$ cat src/tlc_pkg.sv
// ----------------------------------------------------------------------------
// tlc_pkg
// Shared types, lamp codes and seven-segment codes of the traffic light
// controller.
// ----------------------------------------------------------------------------
package tlc_pkg;

    localparam int TICK_W  = 5;
    localparam int COUNT_W = 8;
    localparam int RELOAD_W = 7;
    localparam int SEG_W   = 8;

    localparam logic [1:0] CFG_MAIN_A = 2'd0;
    localparam logic [1:0] CFG_MAIN_B = 2'd1;
    localparam logic [1:0] CFG_SIDE_A = 2'd2;
    localparam logic [1:0] CFG_SIDE_B = 2'd3;

    localparam logic [5:0] L_AR = 6'h01;
    localparam logic [5:0] L_AY = 6'h02;
    localparam logic [5:0] L_AG = 6'h04;
    localparam logic [5:0] L_BR = 6'h08;
    localparam logic [5:0] L_BY = 6'h10;
    localparam logic [5:0] L_BG = 6'h20;

    localparam logic [5:0] LAMPS_RESET = L_AR | L_BG;
    localparam logic [5:0] LAMPS_SIDE  = L_AG | L_BR;
    localparam logic [5:0] LAMPS_EMERG = L_AY | L_BY;

    localparam logic [COUNT_W-1:0] COUNT_A_RESET = 8'd60;
    localparam logic [COUNT_W-1:0] COUNT_B_RESET = 8'd63;
    localparam logic [RELOAD_W-1:0] MAIN_A_RESET = 7'd60;
    localparam logic [RELOAD_W-1:0] MAIN_B_RESET = 7'd63;
    localparam logic [RELOAD_W-1:0] SIDE_A_RESET = 7'd33;
    localparam logic [RELOAD_W-1:0] SIDE_B_RESET = 7'd30;

    localparam logic [SEG_W-1:0] SEG_BLANK = 8'h00;
    localparam logic [SEG_W-1:0] SEG_F     = 8'h71;

    typedef struct packed {
        logic [RELOAD_W-1:0] main_a;
        logic [RELOAD_W-1:0] main_b;
        logic [RELOAD_W-1:0] side_a;
        logic [RELOAD_W-1:0] side_b;
    } t_reload;

    typedef struct packed {
        logic [5:0]         lamps;
        logic [COUNT_W-1:0] count_a;
        logic [COUNT_W-1:0] count_b;
        logic               emergency;
    } t_status;

    function automatic logic [SEG_W-1:0] digit_seg(input logic [3:0] d);
        logic [SEG_W-1:0] s;
        case (d)
            4'd0: s = 8'h3f;
            4'd1: s = 8'h06;
            4'd2: s = 8'h5b;
            4'd3: s = 8'h4f;
            4'd4: s = 8'h66;
            4'd5: s = 8'h6d;
            4'd6: s = 8'h7d;
            4'd7: s = 8'h07;
            4'd8: s = 8'h7f;
            4'd9: s = 8'h6f;
            default: s = SEG_BLANK;
        endcase
        return s;
    endfunction

endpackage

$ cat src/tlc_seg.sv
// ----------------------------------------------------------------------------
// tlc_seg
// Splits one counter into tens and units and drives their seven-segment
// codes (tens blank from 100 up), or the F pattern during an emergency.
// ----------------------------------------------------------------------------
module tlc_seg (
    input  logic [tlc_pkg::COUNT_W-1:0] i_value,
    input  logic                        i_emergency,
    output logic [tlc_pkg::SEG_W-1:0]   o_tens,
    output logic [tlc_pkg::SEG_W-1:0]   o_units
);

    logic [15:0] product;
    logic [4:0]  tens;
    logic [7:0]  tens_x10;
    logic [7:0]  units;

    // Multiplying by 205/2048 gives the exact quotient by ten for 8-bit values.
    assign product  = 16'(i_value) * 16'd205;
    assign tens     = product[15:11];
    assign tens_x10 = 8'({3'd0, tens} * 8'd10);
    assign units    = i_value - tens_x10;

    always_comb begin
        if (i_emergency) begin
            o_tens  = tlc_pkg::SEG_F;
            o_units = tlc_pkg::SEG_F;
        end else begin
            o_tens  = (tens < 5'd10) ? tlc_pkg::digit_seg(tens[3:0]) : tlc_pkg::SEG_BLANK;
            o_units = tlc_pkg::digit_seg(units[3:0]);
        end
    end

endmodule

$ cat src/tlc_core.sv
// ----------------------------------------------------------------------------
// tlc_core
// Holds the controller state and computes the lamp and counter update for
// one tick in a single pass.
// ----------------------------------------------------------------------------
module tlc_core #(
    parameter int TICKS_PER_SECOND = 20,
    parameter int FLASH_SECONDS    = 3
) (
    input  logic             i_clk,
    input  logic             i_rst_n,
    input  logic             i_advance,
    input  logic             i_held,
    input  tlc_pkg::t_reload i_reload,
    output tlc_pkg::t_status o_status
);

    localparam logic [tlc_pkg::TICK_W-1:0]  TickSecond = tlc_pkg::TICK_W'(TICKS_PER_SECOND);
    localparam logic [tlc_pkg::TICK_W-1:0]  TickHalf   =
        tlc_pkg::TICK_W'(TICKS_PER_SECOND / 2);
    localparam logic [tlc_pkg::COUNT_W-1:0] FlashCount = tlc_pkg::COUNT_W'(FLASH_SECONDS);

    logic [tlc_pkg::TICK_W-1:0]  r_tick,   n_tick;
    logic [tlc_pkg::COUNT_W-1:0] r_cnt_a,  n_cnt_a;
    logic [tlc_pkg::COUNT_W-1:0] r_cnt_b,  n_cnt_b;
    logic                        r_side,   n_side;
    logic                        r_fgrp_a, n_fgrp_a;
    logic                        r_fen,    n_fen;
    logic                        r_recov,  n_recov;
    logic                        r_emerg,  n_emerg;
    logic [5:0]                  r_lamps,  n_lamps;

    always_comb begin
        n_tick   = r_tick + 1'b1;
        n_cnt_a  = r_cnt_a;
        n_cnt_b  = r_cnt_b;
        n_side   = r_side;
        n_fgrp_a = r_fgrp_a;
        n_fen    = r_fen;
        n_recov  = r_recov;
        n_emerg  = r_emerg;
        n_lamps  = r_lamps;
        if (!i_held) begin
            n_emerg = 1'b0;
            if (r_recov) begin
                n_lamps = tlc_pkg::LAMPS_RESET;
                n_recov = 1'b0;
                n_tick  = '0;
            end
            if (n_tick == TickHalf) begin
                if (r_fen && !r_fgrp_a && r_cnt_b <= FlashCount) begin
                    n_lamps = n_lamps & ~(tlc_pkg::L_BG | tlc_pkg::L_BY);
                end
                if (r_fen && r_fgrp_a && r_cnt_a <= FlashCount) begin
                    n_lamps = n_lamps & ~(tlc_pkg::L_AG | tlc_pkg::L_AY);
                end
            end
            if (n_tick == TickSecond) begin
                n_tick  = '0;
                n_cnt_a = r_cnt_a - 1'b1;
                n_cnt_b = r_cnt_b - 1'b1;
                if (r_fen && !r_fgrp_a && n_cnt_b <= FlashCount) begin
                    n_lamps = (n_lamps & ~tlc_pkg::L_BG) | tlc_pkg::L_BY;
                end
                if (r_fen && r_fgrp_a && n_cnt_a <= FlashCount) begin
                    n_lamps = (n_lamps & ~tlc_pkg::L_AG) | tlc_pkg::L_AY;
                end
                if (n_cnt_a == '0 && n_cnt_b == FlashCount) begin
                    n_cnt_a = FlashCount;
                    n_fen   = 1'b1;
                end
                if (n_cnt_a == FlashCount && n_cnt_b == '0) begin
                    n_cnt_b = FlashCount;
                    n_fen   = 1'b1;
                end
                if (n_cnt_a == '0 && n_cnt_b == '0) begin
                    n_fgrp_a = !r_fgrp_a;
                    n_fen    = 1'b0;
                    if (!r_side) begin
                        n_lamps = tlc_pkg::LAMPS_SIDE;
                        n_cnt_a = {1'b0, i_reload.side_a};
                        n_cnt_b = {1'b0, i_reload.side_b};
                    end else begin
                        n_lamps = tlc_pkg::LAMPS_RESET;
                        n_cnt_a = {1'b0, i_reload.main_a};
                        n_cnt_b = {1'b0, i_reload.main_b};
                    end
                    n_side = !r_side;
                end
            end
        end else begin
            n_emerg = 1'b1;
            n_side  = 1'b0;
            n_lamps = tlc_pkg::LAMPS_EMERG;
            n_cnt_a = {1'b0, i_reload.main_a};
            n_cnt_b = {1'b0, i_reload.main_b};
            n_tick  = '0;
            n_recov = 1'b1;
        end
    end

    always_ff @(posedge i_clk) begin
        if (!i_rst_n) begin
            r_tick   <= '0;
            r_cnt_a  <= tlc_pkg::COUNT_A_RESET;
            r_cnt_b  <= tlc_pkg::COUNT_B_RESET;
            r_side   <= 1'b0;
            r_fgrp_a <= 1'b0;
            r_fen    <= 1'b0;
            r_recov  <= 1'b0;
            r_emerg  <= 1'b0;
            r_lamps  <= tlc_pkg::LAMPS_RESET;
        end else if (i_advance) begin
            r_tick   <= n_tick;
            r_cnt_a  <= n_cnt_a;
            r_cnt_b  <= n_cnt_b;
            r_side   <= n_side;
            r_fgrp_a <= n_fgrp_a;
            r_fen    <= n_fen;
            r_recov  <= n_recov;
            r_emerg  <= n_emerg;
            r_lamps  <= n_lamps;
        end
    end

    assign o_status.lamps     = n_lamps;
    assign o_status.count_a   = n_cnt_a;
    assign o_status.count_b   = n_cnt_b;
    assign o_status.emergency = n_emerg;

endmodule

$ cat src/two_way_traffic_light_controller.sv
// ----------------------------------------------------------------------------
// two_way_traffic_light_controller
// Two-group traffic light controller with countdown displays and an
// emergency override, advanced by one tick item at a time.
// ----------------------------------------------------------------------------
// Each input item is one timer tick and yields one result item holding the
// lamps and the four seven-segment digits after that tick. The block takes
// one item per clock cycle while its result is not stalled. An item is accepted
// into the input register, and once the result register is free the update
// stage writes the state and the result register, from which the result is
// on the outputs until it is taken. A stalled result holds the input
// register, and the input side stalls only while both registers are full.
module two_way_traffic_light_controller #(
    parameter int TICKS_PER_SECOND = 20,
    parameter int FLASH_SECONDS    = 3
) (
    input  logic                         i_clk,
    input  logic                         i_rst_n,
    input  logic                         i_cfg_we,
    input  logic [1:0]                   i_cfg_index,
    input  logic [tlc_pkg::RELOAD_W-1:0] i_cfg_data,
    input  logic                         i_in_valid,
    output logic                         o_in_stall,
    input  logic                         i_emergency_held,
    output logic                         o_out_valid,
    input  logic                         i_out_stall,
    output logic                         o_a_red,
    output logic                         o_a_yellow,
    output logic                         o_a_green,
    output logic                         o_b_red,
    output logic                         o_b_yellow,
    output logic                         o_b_green,
    output logic [tlc_pkg::SEG_W-1:0]    o_seg_b_tens,
    output logic [tlc_pkg::SEG_W-1:0]    o_seg_b_units,
    output logic [tlc_pkg::SEG_W-1:0]    o_seg_a_tens,
    output logic [tlc_pkg::SEG_W-1:0]    o_seg_a_units,
    output logic                         o_emergency_shown
);

    tlc_pkg::t_reload r_reload;
    tlc_pkg::t_status next_status;
    tlc_pkg::t_status r_out;
    logic             r_in_valid;
    logic             r_in_held;
    logic             r_out_valid;
    logic             out_free;
    logic             advance;

    always_ff @(posedge i_clk) begin
        if (!i_rst_n) begin
            r_reload.main_a <= tlc_pkg::MAIN_A_RESET;
            r_reload.main_b <= tlc_pkg::MAIN_B_RESET;
            r_reload.side_a <= tlc_pkg::SIDE_A_RESET;
            r_reload.side_b <= tlc_pkg::SIDE_B_RESET;
        end else if (i_cfg_we) begin
            unique case (i_cfg_index)
                tlc_pkg::CFG_MAIN_A: r_reload.main_a <= i_cfg_data;
                tlc_pkg::CFG_MAIN_B: r_reload.main_b <= i_cfg_data;
                tlc_pkg::CFG_SIDE_A: r_reload.side_a <= i_cfg_data;
                tlc_pkg::CFG_SIDE_B: r_reload.side_b <= i_cfg_data;
                default: ;
            endcase
        end
    end

    assign out_free   = !r_out_valid || !i_out_stall;
    assign advance    = r_in_valid && out_free;
    assign o_in_stall = r_in_valid && !out_free;

    always_ff @(posedge i_clk) begin
        if (!i_rst_n) begin
            r_in_valid <= 1'b0;
        end else if (!o_in_stall) begin
            r_in_valid <= i_in_valid;
        end
    end

    always_ff @(posedge i_clk) begin
        if (!o_in_stall && i_in_valid) begin
            r_in_held <= i_emergency_held;
        end
    end

    tlc_core #(
        .TICKS_PER_SECOND(TICKS_PER_SECOND),
        .FLASH_SECONDS   (FLASH_SECONDS)
    ) u_core (
        .i_clk    (i_clk),
        .i_rst_n  (i_rst_n),
        .i_advance(advance),
        .i_held   (r_in_held),
        .i_reload (r_reload),
        .o_status (next_status)
    );

    always_ff @(posedge i_clk) begin
        if (!i_rst_n) begin
            r_out_valid <= 1'b0;
        end else if (out_free) begin
            r_out_valid <= r_in_valid;
        end
    end

    always_ff @(posedge i_clk) begin
        if (advance) begin
            r_out <= next_status;
        end
    end

    assign o_out_valid       = r_out_valid;
    assign o_a_red           = |(r_out.lamps & tlc_pkg::L_AR);
    assign o_a_yellow        = |(r_out.lamps & tlc_pkg::L_AY);
    assign o_a_green         = |(r_out.lamps & tlc_pkg::L_AG);
    assign o_b_red           = |(r_out.lamps & tlc_pkg::L_BR);
    assign o_b_yellow        = |(r_out.lamps & tlc_pkg::L_BY);
    assign o_b_green         = |(r_out.lamps & tlc_pkg::L_BG);
    assign o_emergency_shown = r_out.emergency;

    tlc_seg u_seg_a (
        .i_value    (r_out.count_a),
        .i_emergency(r_out.emergency),
        .o_tens     (o_seg_a_tens),
        .o_units    (o_seg_a_units)
    );

    tlc_seg u_seg_b (
        .i_value    (r_out.count_b),
        .i_emergency(r_out.emergency),
        .o_tens     (o_seg_b_tens),
        .o_units    (o_seg_b_units)
    );

    a_emerg_lamps: assert property (@(posedge i_clk) disable iff (!i_rst_n)
        (r_out_valid && r_out.emergency) |-> (r_out.lamps == tlc_pkg::LAMPS_EMERG))
        else $error("emergency result without both yellow lamps");

    a_stall_hold: assert property (@(posedge i_clk) disable iff (!i_rst_n)
        (r_out_valid && i_out_stall) |=> (r_out_valid && $stable(r_out)))
        else $error("stalled result item changed");

    a_advance_out: assert property (@(posedge i_clk) disable iff (!i_rst_n)
        advance |=> r_out_valid)
        else $error("updated item did not reach the result register");

endmodule
$ cat config.mk
export PLATFORM = sky130hd
export DESIGN_NAME = two_way_traffic_light_controller
export DESIGN_NICKNAME = d
export VERILOG_FILES = /design/src/tlc_pkg.sv /design/src/tlc_seg.sv /design/src/tlc_core.sv /design/src/two_way_traffic_light_controller.sv
export SDC_FILE = /design/constraint.sdc
export NUM_CORES = 1
export LEC_CHECK = 0
export BUFFER_PORTS_ARGS = -buffer_cell sky130_fd_sc_hd__buf_4
export CAP_MARGIN = 20
export CORE_ASPECT_RATIO = 1.25
export CORE_UTILIZATION = 60
export CTS_CLUSTER_DIAMETER = 150
export CTS_CLUSTER_SIZE = 10
export DETAILED_ROUTE_END_ITERATION = 6
export PLACE_DENSITY = 0.79
export SYNTH_ARGS = -nofsm -noshare
export SYNTH_HDL_FRONTEND = slang
export SYNTH_SLANG_ARGS = --single-unit
$ cat constraint.sdc
create_clock -name i_clk -period 8.44 [get_ports i_clk]
set_clock_uncertainty 0.15 [all_clocks]
set_input_delay 0.422 -clock i_clk [delete_from_list [all_inputs] [get_ports i_clk]]
set_output_delay 0.422 -clock i_clk [all_outputs]
set_load 0.02 [all_outputs]
* Yosys cells after proc, flatten, opt, wreduce, memory -nomap -nowiden *
Memory sizes are Yosys's and may differ from the RTL's.
Index checks and enable logic that the tools add are counted.

storage, ports and cells
  latch bits = 0
  logic and storage cells = 121
  memory bits (read-only) = 448
  bits in registers = 85
  output and inout port bits = 41
  memories kept = 4
  memory bits (writable) = 0

memories
  memory           words  width  rd ports  clocked after memory_dff  write ports  RTL line       text
  (no name shown)  16     7      1         0                         0            tlc_pkg.sv:55  case (d)
  (no name shown)  16     7      1         0                         0            tlc_pkg.sv:55
  (no name shown)  16     7      1         0                         0            tlc_pkg.sv:55
  (no name shown)  16     7      1         0                         0            tlc_pkg.sv:55

operators by class
  eq/ne operators = 7
  add/subtract/negate cells = 5
  divide/modulo/power cells = 0
  bitwise logic cells = 1
  reduce and logical (&&, ||, !) cells = 34
  shift-type cells = 0
  $lt $le $gt $ge = 6
  multiplexer cells = 41
  $mul = 4

operators by type and width
  cell                    number
  $mux W8                 18
  $mux W6                 8
  $le A8 B2 Y1 const B    4
  $logic_not A8 Y1        4
  $mul A8 B8 Y16 const B  2
  $mux W5                 4
  $eq A8 B2 Y1 const B    2
  $sub A8 B1 Y8 const B   2
  $mux W7                 2
  $logic_and A1 B1 Y1     12
  $lt A5 B4 Y1 const B    2
  $mul A5 B3 Y3 const B   2
  $reduce_and A2 Y1       4
  $reduce_and A4 Y1       2
  $sub A4 B4 Y4           2
  $mux W1                 7
  $logic_not A1 Y1        6
  $mux W3                 2
  $add A5 B1 Y5 const B   1
  $eq A5 B4 Y1 const B    1
  $eq A5 B5 Y1 const B    1
  $eq A2 B2 Y1 const B    2
  $reduce_bool A2 Y1      2
  $reduce_and A3 Y1       1
  5 further kinds         5

* Longest topological paths before layout *
  depth in word-level cells = 16
  mapped depth = 22
  depth with buffers taken out = 22

* Hierarchy *
Synthesis repeated with hierarchy kept, for this count alone.

unflattened totals
  cell total of the unflattened synthesis = 897
  area total of the unflattened synthesis = 7,958.9 µm²

by module, submodules not included
  module                            area each (µm²)  cells an instance  times used
  tlc_core                          2,706.3          374                1
  two_way_traffic_light_controller  1,935.6          142                1
  tlc_seg (u_seg_b)                 1,677.9          191                1
  tlc_seg (u_seg_a)                 1,639.1          190                1

* Least setup slack after synthesis *
Ideal clock, no wire load.

  path kind = register -> output
  start = reg r_out[11] in the netlist's numbering
  end = out o_seg_a_units[0] in the netlist's numbering
  arrival time = 5.757 ns
  path slack = 2.111 ns
  cell stages (with the launch flop) = 22
  cell sequence = edfxtp_1 ha_1 inv_1 fa_1 inv_1 fa_1 inv_1 fa_1 inv_1 ha_1 o21a_1 o21ai_0 inv_1 a21oi_1 xor2_1 inv_1 ha_1 fa_1 xnor2_1 xnor3_1 xor2_1 mux2i_1

between the ends
  cells in the longest elaborated chain, start to end = 5

RTL lines
  what                      RTL line                                 text
  start: declaration        two_way_traffic_light_controller.sv:42   tlc_pkg::t_status r_out;
  start signal: assignment  two_way_traffic_light_controller.sv:106  r_out <= next_status;
  $mul A8 B8 Y16            tlc_seg.sv:19                            assign product = 16'(i_value) * 16'd205;
  $mul A5 B3 Y3             tlc_seg.sv:21                            assign tens_x10 = 8'({3'd0, tens} * 8'd10);
  $sub A4 B4 Y4 *           tlc_seg.sv:22                            assign units = i_value - tens_x10;
  $mem_v2 Z16 W7 *          --
  $mux W8 *                 tlc_seg.sv:25                            if (i_emergency) begin
  end: declaration          two_way_traffic_light_controller.sv:36   output logic [tlc_pkg::SEG_W-1:0] o_seg_a_units,

Mark *: on every way between the ends. The rest lies on a longest branch, timed or not.

* Worst setup path in the final report *
  start = reg r_out[11] in the netlist's numbering
  end = out o_seg_a_units[5] in the netlist's numbering

Same word-level chain as after synthesis.

==> impl_metrics.json <==
{
  "status": "finished, final reports clean",
  "cts_hold_buf": 0,
  "numCtsBuffers": 9,
  "ff_latch_area_um2": 1940,
  "cts_buffer_depth": 2,
  "htreeDepth": 3,
  "synth_warnings": 0,
  "totalWireLength_um": 17800,
  "cts_sinks": 85,
  "cts_setup_buffers": 0,
  "die_w_um": 106,
  "async_flop_share_pct": 0,
  "syn_area_per_cell_um2": 8.59,
  "synth.top_cells.by_area": "ha_1 18%, dfxtp_1 15%, edfxtp_1 8.9%",
  "grt_pass1_vias": 6474,
  "route.detailed.wl_per_inst_um": 15.6,
  "cp_data_arrival_time_ns": 6.56,
  "ys_seq_area_share_pct": 24.0,
  "diodes": 0,
  "crit_path_cell_trace": "ha_1 > inv_1 > fa_1 > inv_1 > fa_1 > inv_1 > fa_1 > inv_1 > ha_1 > o21a_1 > o21ai_0 > inv_1 > a21oi_1 > xor2_1 > inv_1 > ha_1 > fa_1 > xnor2_1 > xnor3_1 > xor2_1 > mux2i_1 > buf_4",
  "yosys_register_bits": 85,
  "multi_input_area_um2": 5460,
  "min_period_ns": 7.13,
  "root_buffer": "clkbuf_16",
  "dr.pass1.iters": 5,
  "cts_tree": "yes",
  "fmax_mhz": 140,
  "synth_top_flop_cell": "dfxtp_1",
  "dieHeight_um": 132,
  "rows": 47,
  "netlist_instances": 940,
  "dp_slack_ns": 1.67,
  "dp_hpwl_um": 13700,
  "ios": 56,
  "maxCapViolCount": 0,
  "slew_violations": 0,
  "rsz0062_at_grt": "no",
  "worst_slew_pin_slew_ns": 0.864,
  "area_growth_pct": 7.08,
  "cp.required_ns": 7.87,
  "worst_slack_ns": 1.31,
  "syn-cell-area_um2": 8080,
  "die-area_um2": 13900,
  "synth_top_area_cell": "ha_1",
  "final_core_util_pct": 65.7,
  "final_layout_size_suffix_gt1_share_pct": 10.6,
  "core-area_um2": 13200,
  "track_usage_pct": 26.7,
  "dp.cells": 1120,
  "cts_resized": 0,
  "final_common_cell": "ha_1",
  "synth_edf_count": 24,
  "cp_max_fo": 7,
  "stdcell_count": 1136,
  "via_count": 6758,
  "path_class": "register to primary output",
  "max_slew_margin_pct": 42.4,
  "netlist.area_leader.share_pct": 17.7,
  "grt_max_degree": 41,
  "grt_antenna_before_repair": 0,
  "avgViaCountPerCell": 5.95,
  "gp_congestion": 0.975,
  "gr-total-overflow": 0,
  "vdd_drop_max_v": 0.000370,
  "mostFrequentLayoutCells": "114 x ha_1, 111 x nand2_1, 92 x inv_1, 69 x nor2_1, 61 x dfxtp_1",
  "hold_violations": 0,
  "postRouteAntennaNets": 0,
  "setup_viol": 0,
  "powerDensity_nw_per_um2": 278,
  "period_share_pct": 84.5,
  "p_leak_nw": 3.81,
  "drt_iter0_drc": 538,
  "grt_pass1_wl_um": 30200,
  "crit_path_start_kind": "register",
  "cp_slowest_stage_delay_ns": 0.58,
  "clkLatencyLatePin_ns": 0.35,
  "portBuffers": 51,
  "ys_types": 93,
  "start_util_pct": 61.3,
  "drc": 0,
  "crit_path_frequent_cell": "inv_1",
  "whs_ns": 0.103,
  "slowest_stage": "xor2_1",
  "cts.clk_slew.worst_paths_ns": 0.06,
  "nets": 1113,
  "hp-class": "input port to register",
  "cp-end-kind": "primary output",
  "fillers": 1151,
  "setup_tns_ns": 0
}
metal layers:
metal / vias up / GRT usage, % / routed length (µm)
li1: 3352 / - / -
met4: 0 / 12.5 / 576
met2: 189 / 47.1 / 8940
met1: 3177 / 32.2 / 7510
met5: - / 0 / 0
met3: 40 / 3.26 / 730
worst max-delay path: cells and delay by family, from the launching register on:
kind | cells | cell delay, ns
flops | 1 | 0.46
xor+xnor | 4 | 1.32
fa+ha+maj | 7 | 2.81
buf+inv | 7 | 0.59
mux | 1 | 0.26
compound gates | 3 | 0.77
flip-flops by register name, summed over array words and instances, names as in the netlist, 5 cells and up:
| register | flops |
|---|---|
| r_reload | 28 |
| u_core.r_lamps | 6 |
| u_core.r_cnt_a | 8 |
| u_core.r_cnt_b | 8 |
| u_core.r_tick | 5 |
| r_out | 16 |
layout make-up:
class / instances / area share, %
clock inverters: 2 / 0.116
inverters: 95 / 4.12
flip-flops and latches: 85 / 22.4
repair buffers: 57 / 4.95
well taps: 171 / 2.47
multi-input cells: 712 / 63.1
clock buffers: 14 / 2.82
synth_stat cells (11+ instances only):
| master | instances |
|---|---|
| mux2i_1 | 22 |
| ha_1 | 114 |
| a21oi_1 | 47 |
| xnor2_1 | 15 |
| nand2_1 | 111 |
| inv_1 | 92 |
| nand3_1 | 38 |
| xor2_1 | 14 |
| nor3_1 | 18 |
| fa_1 | 24 |
| nor2_1 | 69 |
| o21ai_0 | 28 |
| a31oi_1 | 12 |
| clkbuf_1 | 23 |
| edfxtp_1 | 24 |
| o21a_1 | 11 |
| dfxtp_1 | 61 |
through the flow:
step | area, µm² | power (mW)
floorplan | 8090 | 1.64
global placement | 8400 | 2.03
detailed placement | 8400 | 2.06
CTS | 8650 | 2.42
global route | 8650 | 2.61
finish | 8650 | 2.41
logic make-up after synthesis:
logic type      Yosys count  share of synthesized area [%]
simple gates            317                           19.8
compound gates          199                           17.3
buf+inv                 146                           8.67
fa+ha+maj               138                           23.6
flops                    85                           24.0
xor+xnor                 31                           3.70
mux                      23                           2.87
other cells               1                         0.0464
power by group:
group          internal (mW)  switching (mW)
clock                  0.199           0.152
combinational          0.668           0.930
sequential             0.438          0.0204
total                   1.30            1.10
final timing paths:
check	start	end	slack [ns]	depth (start not counted)
worst max-delay path	r_out[11]	o_seg_a_units[5]	1.31	22
worst min-delay path	i_emergency_held	r_in_held	0.10	1
worst max register to register	u_core.r_cnt_a[2]	o_b_green	5.00	7
worst min register to register	r_reload[11]	r_reload[11]	0.31	2
(Power assumes the default switching activity.)
